===== src/sv/snm_pkg.sv =====
// shared constants and types for the sobel / non-maximum suppression edge block
// no dependencies
package snm_pkg;

  // default sizes
  localparam int MAX_WIDTH_DEF  = 1024;
  localparam int PIXEL_BITS_DEF = 8;

  // configuration port
  localparam int CFG_INDEX_W = 2;
  localparam int CFG_DATA_W  = 12;

  typedef enum logic [CFG_INDEX_W-1:0] {
    REG_IMAGE_WIDTH   = 2'd0,
    REG_IMAGE_HEIGHT  = 2'd1,
    REG_LOW_THRESHOLD = 2'd2
  } reg_index_e;

  // register reset values and clamp limits
  localparam int WIDTH_RESET     = 640;
  localparam int HEIGHT_RESET    = 480;
  localparam int THRESHOLD_RESET = 180;
  localparam int SIZE_MIN        = 5;
  localparam int HEIGHT_MAX      = 4095;
  localparam int THR_W           = 11;
  localparam int THR_SQ_W        = 2 * THR_W;

  // direction quantization, tangents of 22.5 and 67.5 degrees in fixed point with 16 fraction bits
  localparam int TAN_LO    = 27146;
  localparam int TAN_HI    = 158218;
  localparam int FIX_SHIFT = 16;

  typedef enum logic [1:0] {
    DIR_0   = 2'd0,
    DIR_45  = 2'd1,
    DIR_90  = 2'd2,
    DIR_135 = 2'd3
  } dir_e;

  // root bits resolved per square root stage
  localparam int SQRT_STEPS_PER_STAGE = 3;

  // output geometry
  localparam int ROW_W = 12;
  localparam int COL_W = 10;

endpackage


===== src/sv/snm_fsq.sv =====
// pipelined floored square: isqrt of a magnitude, then the root squared
// depends on snm_pkg
module snm_fsq #(
  parameter int VW = 21,
  parameter int PW = 1
) (
  input  logic                       clk_i,
  input  logic                       rst_ni,
  input  logic                       en_i,
  input  logic                       in_valid_i,
  input  logic [VW-1:0]              in_val_i,
  input  logic [PW-1:0]              in_pay_i,
  output logic                       out_valid_o,
  output logic [VW-1:0]              out_val_o,
  output logic [2*((VW+1)/2)-1:0]    out_fsq_o,
  output logic [PW-1:0]              out_pay_o
);
  import snm_pkg::*;

  localparam int RW = (VW + 1) / 2;
  localparam int NS = (RW + SQRT_STEPS_PER_STAGE - 1) / SQRT_STEPS_PER_STAGE;
  localparam int XW = RW + 3;

  logic [XW-1:0] rem_q  [NS];
  logic [XW-1:0] rem_d  [NS];
  logic [RW-1:0] root_q [NS];
  logic [RW-1:0] root_d [NS];
  logic [VW-1:0] val_q  [NS];
  logic [PW-1:0] pay_q  [NS];
  logic          vld_q  [NS];

  logic [2*RW-1:0] fsq_q;
  logic [VW-1:0]   oval_q;
  logic [PW-1:0]   opay_q;
  logic            ovld_q;

  // restoring square root, two value bits per step
  always_comb begin
    logic [XW-1:0]   r;
    logic [XW-1:0]   t;
    logic [RW-1:0]   q;
    logic [2*RW-1:0] vp;
    for (int s = 0; s < NS; s++) begin
      if (s == 0) begin
        r  = '0;
        q  = '0;
        vp = (2*RW)'(in_val_i);
      end else begin
        r  = rem_q[s-1];
        q  = root_q[s-1];
        vp = (2*RW)'(val_q[s-1]);
      end
      for (int j = 0; j < SQRT_STEPS_PER_STAGE; j++) begin
        if (s * SQRT_STEPS_PER_STAGE + j < RW) begin
          r = {r[XW-3:0], vp[2*(RW-1-(s*SQRT_STEPS_PER_STAGE+j)) +: 2]};
          t = {1'b0, q, 2'b01};
          if (r >= t) begin
            r = r - t;
            q = {q[RW-2:0], 1'b1};
          end else begin
            q = {q[RW-2:0], 1'b0};
          end
        end
      end
      rem_d[s]  = r;
      root_d[s] = q;
    end
  end

  always_ff @(posedge clk_i or negedge rst_ni) begin
    if (!rst_ni) begin
      for (int s = 0; s < NS; s++) begin
        vld_q[s] <= 1'b0;
      end
      ovld_q <= 1'b0;
    end else if (en_i) begin
      vld_q[0] <= in_valid_i;
      for (int s = 1; s < NS; s++) begin
        vld_q[s] <= vld_q[s-1];
      end
      ovld_q <= vld_q[NS-1];
    end
  end

  always_ff @(posedge clk_i) begin
    if (en_i) begin
      val_q[0] <= in_val_i;
      pay_q[0] <= in_pay_i;
      for (int s = 1; s < NS; s++) begin
        val_q[s] <= val_q[s-1];
        pay_q[s] <= pay_q[s-1];
      end
      for (int s = 0; s < NS; s++) begin
        rem_q[s]  <= rem_d[s];
        root_q[s] <= root_d[s];
      end
      fsq_q  <= (2*RW)'(root_q[NS-1]) * (2*RW)'(root_q[NS-1]);
      oval_q <= val_q[NS-1];
      opay_q <= pay_q[NS-1];
    end
  end

  assign out_valid_o = ovld_q;
  assign out_val_o   = oval_q;
  assign out_fsq_o   = fsq_q;
  assign out_pay_o   = opay_q;

endmodule


===== config.mk =====
export PLATFORM = sky130hd
export DESIGN_NAME = snm_fsq
export DESIGN_NICKNAME = d
export VERILOG_FILES = /design/src/sv/snm_pkg.sv /design/src/sv/snm_fsq.sv
export SDC_FILE = /design/constraint.sdc
export NUM_CORES = 1
export LEC_CHECK = 0
export BUFFER_PORTS_ARGS = -buffer_cell sky130_fd_sc_hd__buf_2
export CORE_AREA = 3 3 169 171
export CTS_CLUSTER_SIZE = 14
export DETAILED_ROUTE_END_ITERATION = 16
export DIE_AREA = 0 0 172 174
export PLACE_DENSITY_LB_ADDON = 0.12
export RECOVER_POWER = 50
export SLEW_MARGIN = 40
export SYNTH_ARGS = -nofsm -noshare
export SYNTH_HDL_FRONTEND = slang
export SYNTH_SLANG_ARGS = --single-unit

===== constraint.sdc =====
create_clock -name clk_i -period 13.6 [get_ports clk_i]
set_input_delay 2.72 -clock clk_i [delete_from_list [all_inputs] [get_ports clk_i]]
set_output_delay 2.72 -clock clk_i [all_outputs]
set_load 0.02 [all_outputs]

==> reports/summary.md <==
The final layout contains 1,504 nets. For this run the aggregate overflow at the end of global routing stands at 0. The via density per instance was 5.53; the area enclosed by the die boundary was 0.0299 mm2. The flop-to-flop setup slack was 5.57 ns; the net count after synthesis was 1,442. The sequential fraction of the synthesis area is 0.433. For this block, the routed nets add up to 26.9 mm of wire.

The worst register-to-register path ends at rem_q[2][9]. The tools report the final weighted congestion in routability-driven placement as 0.840. In this run, CTS created clock tree buffers numbering 17. The run gives 2 as the maximum root-to-sink buffer count.

The library cells used most frequently in the layout, excluding fill and tap cells, are sky130_fd_sc_hd__edfxtp_1, sky130_fd_sc_hd__inv_1, sky130_fd_sc_hd__ha_1, sky130_fd_sc_hd__nand2_1, sky130_fd_sc_hd__nor2_1. Cell at the root of the clock tree: sky130_fd_sc_hd__clkbuf_16. The final hold violation count came out at 0. Setup violations remaining at the end of the flow were counted as 0.

The total half-perimeter wirelength after legalization and detailed placement came out at 20.2 mm. The count of nets left with antenna violations once routing finished came out at 0. Among all stages on the critical path, the largest delay is contributed by sky130_fd_sc_hd__clkbuf_1.

The flip-flop cell with the highest count after synthesis is sky130_fd_sc_hd__edfxtp_1. The checks that failed: capacitance limit, slew limit. Number of flops mapped to enable cells by yosys: 192.

In this run the critical register-to-register path is launched from root_q[1][0]. The run gives 9,002 as the via count of the first global-routing pass. The tools report the sort of element at the start of the critical path as an input pin. The count of buffers added on input and output ports is 69. The worst register-to-register path has a depth of 29. The final route contains 9,089 vias. The logs give 1 for the count of max-cap constraint violations and 6.37 nW for the static leakage. The combinational share of power is 0.610. TritonCTS built the clock tree.

In this run the worst setup path begins at en_i. The switching part of the total works out to 0.421. Traced cell by cell, the critical path runs through clkbuf_1 -> buf_6 -> mux2_2. The tools report the number of search-and-repair iterations in the first detailed-routing pass as 5. Adding up every negative setup slack in the final design gives 0 ns. The tools report the post-layout utilization of the core as 0.551.

From synthesis to final layout, the design area changed by 9.37%. The total of cells resized after clock tree synthesis was 0; the total power of the final layout was 3.88 mW. The number of buffers inserted for hold repair after clock tree synthesis was 0. For the core area, the log shows 0.0270 mm2.

The share of cells above drive strength 1 was 0.0990; the clock transition at the register clock pins on the worst setup and hold paths after CTS was 0.08 ns. The worst hold path belongs to the class flop to flop. The overall routing resource usage was 0.185; the peak supply drop was 0.179 mV. The die span in y is 174 um, and the number of register bits inferred by synthesis is 197.

The clock period minus worst slack is 8.28 ns. End point of the critical path: vld_q[0]. Internal power comes to 2.25 mW.

In the synthesized netlist, the number of instances is 1,228. The logs give 0.413 ns for the final-layout worst hold slack and 81 for the number of distinct library cell variants in the gate-level netlist after synthesis. The flow ran to the end, but the final reports show violations.

The tools report the setup fix buffers added after clock tree synthesis as 0. After floorplanning, the core was divided into 60 placement rows. The ratio of final minimum period to clock period was 0.609; the number of DRC violations after detailed-routing iteration 0 was 565. The summed instance area of the synthesized netlist came out at 0.0136 mm2. 0 antenna diodes ended up in the layout.

The logs give 0.00589 mm2 for the footprint of the flip-flops and latches and 4 for the total number of H-tree levels. The post-synthesis async set-or-reset flop share is 0.0254. In this design, the stage delay of the slowest critical-path cell is 4.58 ns.

For the portion of total power attributed to the clock network, the log shows 0.140. The clock latency of the later-clocked register in the worst-skew pair was 0.44 ns; the maximum clock skew at final layout was 0.0155 ns. Post-detailed-route wirelength per cell: 16.3 um.

For the number of ports placed on the die boundary, the log shows 71. Static timing analysis puts the maximum clock frequency at 0.121 GHz. The average cell area after synthesis was 11.1 um2; the switching power summed over all nets was 1.63 mW. The filler cells instantiated in the layout total 2,396.

The critical path is of the input pin to flop type. The headroom to the max-slew limit was -3.45; the first-pass GRT wire length was 44.8 mm. The transition time of the tightest slew-check pin is 6.67 ns. The most common cell after layout, fill and taps aside is sky130_fd_sc_hd__edfxtp_1. Of all nets on the critical path, the largest fanout is 126. Count of final max-slew check failures: 127. The clock drives 197 sinks. The number of antenna violations at the first check in global routing is 0, and the effective utilization at floorplan is 0.503. Entering global routing, the biggest net connects 127 pins. Summing all multi-input logic gate instances after layout gives 0.00698 mm2. Setup repair after global routing left no endpoint under its margin.

The tools report the arrival time of data at the critical path endpoint as 8.60 ns. In the routed design, unresolved DRC markers number 0. The run gives 0.251 as the share of power burned in registers.

From left edge to right edge, the die measures 172 um. Data on the critical path is required at its endpoint by 13.93 ns. The total of warnings raised by yosys came out at 0.

For this design the ratio of total power to cell area is 261 mW/mm2. STA classifies the critical path endpoint as a flop.
## flip-flops by register name, summed over array words and instances (netlist names)
register,count
vld_q,4
pay_q,4
out_valid_o,1
root_q,27
rem_q,36
out_val_o,21
out_fsq_o,21
out_pay_o,1
val_q,82
## power by group through the flow
stage	Sequential [mW]	Combinational, mW	Clock [mW]
2_1_floorplan	1.00	1.87	0
3_3_place_gp	0.984	2.33	0
3_5_place_dp	0.984	2.38	0
4_1_cts	0.971	2.39	0.556
5_1_grt	0.987	2.73	0.580
6_report	0.973	2.37	0.543
## through the flow
stage	instance area (um2)	cells	setup slack [ns]
2_1_floorplan	13600	1228	7.41
5_1_grt	14900	1644	4.55
6_report	14900	1644	5.32
3_3_place_gp	14300	1611	5.55
3_5_place_dp	14300	1612	5.73
4_1_cts	14900	1644	5.69
## worst max-delay path, delay by kind of cell
family	cells	cell delay [ns]
buffers and inverters	2	5.41
muxes	1	0.40
## final cells by class
type                       count  share of cell area
sequential                   197               0.396
inverter                     159              0.0404
timing repair buffer          72              0.0244
tap                          341              0.0287
multi-input combinational    843               0.469
clock inverter                13              0.0124
clock buffer                  19              0.0291
## synthesized netlist by cell type (29+ instances only)
| master | instances | area [um2] |
|---|---|---|
| sky130_fd_sc_hd__fa_1 | 63 | 1260 |
| sky130_fd_sc_hd__inv_1 | 155 | 582 |
| sky130_fd_sc_hd__a21oi_1 | 64 | 320 |
| sky130_fd_sc_hd__edfxtp_1 | 192 | 5770 |
| sky130_fd_sc_hd__nand2_1 | 85 | 319 |
| sky130_fd_sc_hd__ha_1 | 125 | 1560 |
| sky130_fd_sc_hd__o21ai_0 | 45 | 225 |
| sky130_fd_sc_hd__xor2_1 | 29 | 254 |
| sky130_fd_sc_hd__xnor2_1 | 44 | 385 |
| sky130_fd_sc_hd__and2_1 | 36 | 225 |
| sky130_fd_sc_hd__nor2_1 | 70 | 263 |
## logic make-up after synthesis
logic type | count (synthesis) | share of synthesized area
adders and majority gates | 188 | 0.208
xor gates and xnor gates | 73 | 0.0470
other | 1 | 0.000276
and+or+nand+nor | 318 | 0.121
AOI/OAI and AO/OA | 242 | 0.120
DFF | 197 | 0.433
buffers and inverters | 188 | 0.0544
muxes | 21 | 0.0167
## per-layer routing
layer | GRT usage | vias to the layer above | wire [um]
li1 | - | 4502 | -
met1 | 0.261 | 4392 | 12700
met2 | 0.305 | 175 | 13000
met3 | 0.0264 | 20 | 888
met4 | 0.0369 | 0 | 236
met5 | 0 | - | 0
## worst min-delay path by stage
stage	start	endpoint	slack, ns	cells after the start
global placement	val_q[3][0]	out_val_o[0]	0.40	0
floorplan	pay_q[3]	out_pay_o	0.40	0
detailed placement	val_q[3][16]	out_val_o[16]	0.40	0
CTS	val_q[1][0]	val_q[2][0]	0.41	0
finish	val_q[3][15]	out_val_o[15]	0.41	0
global route	val_q[1][0]	val_q[2][0]	0.42	0
No activity file was read; power rests on OpenSTA's default activity.
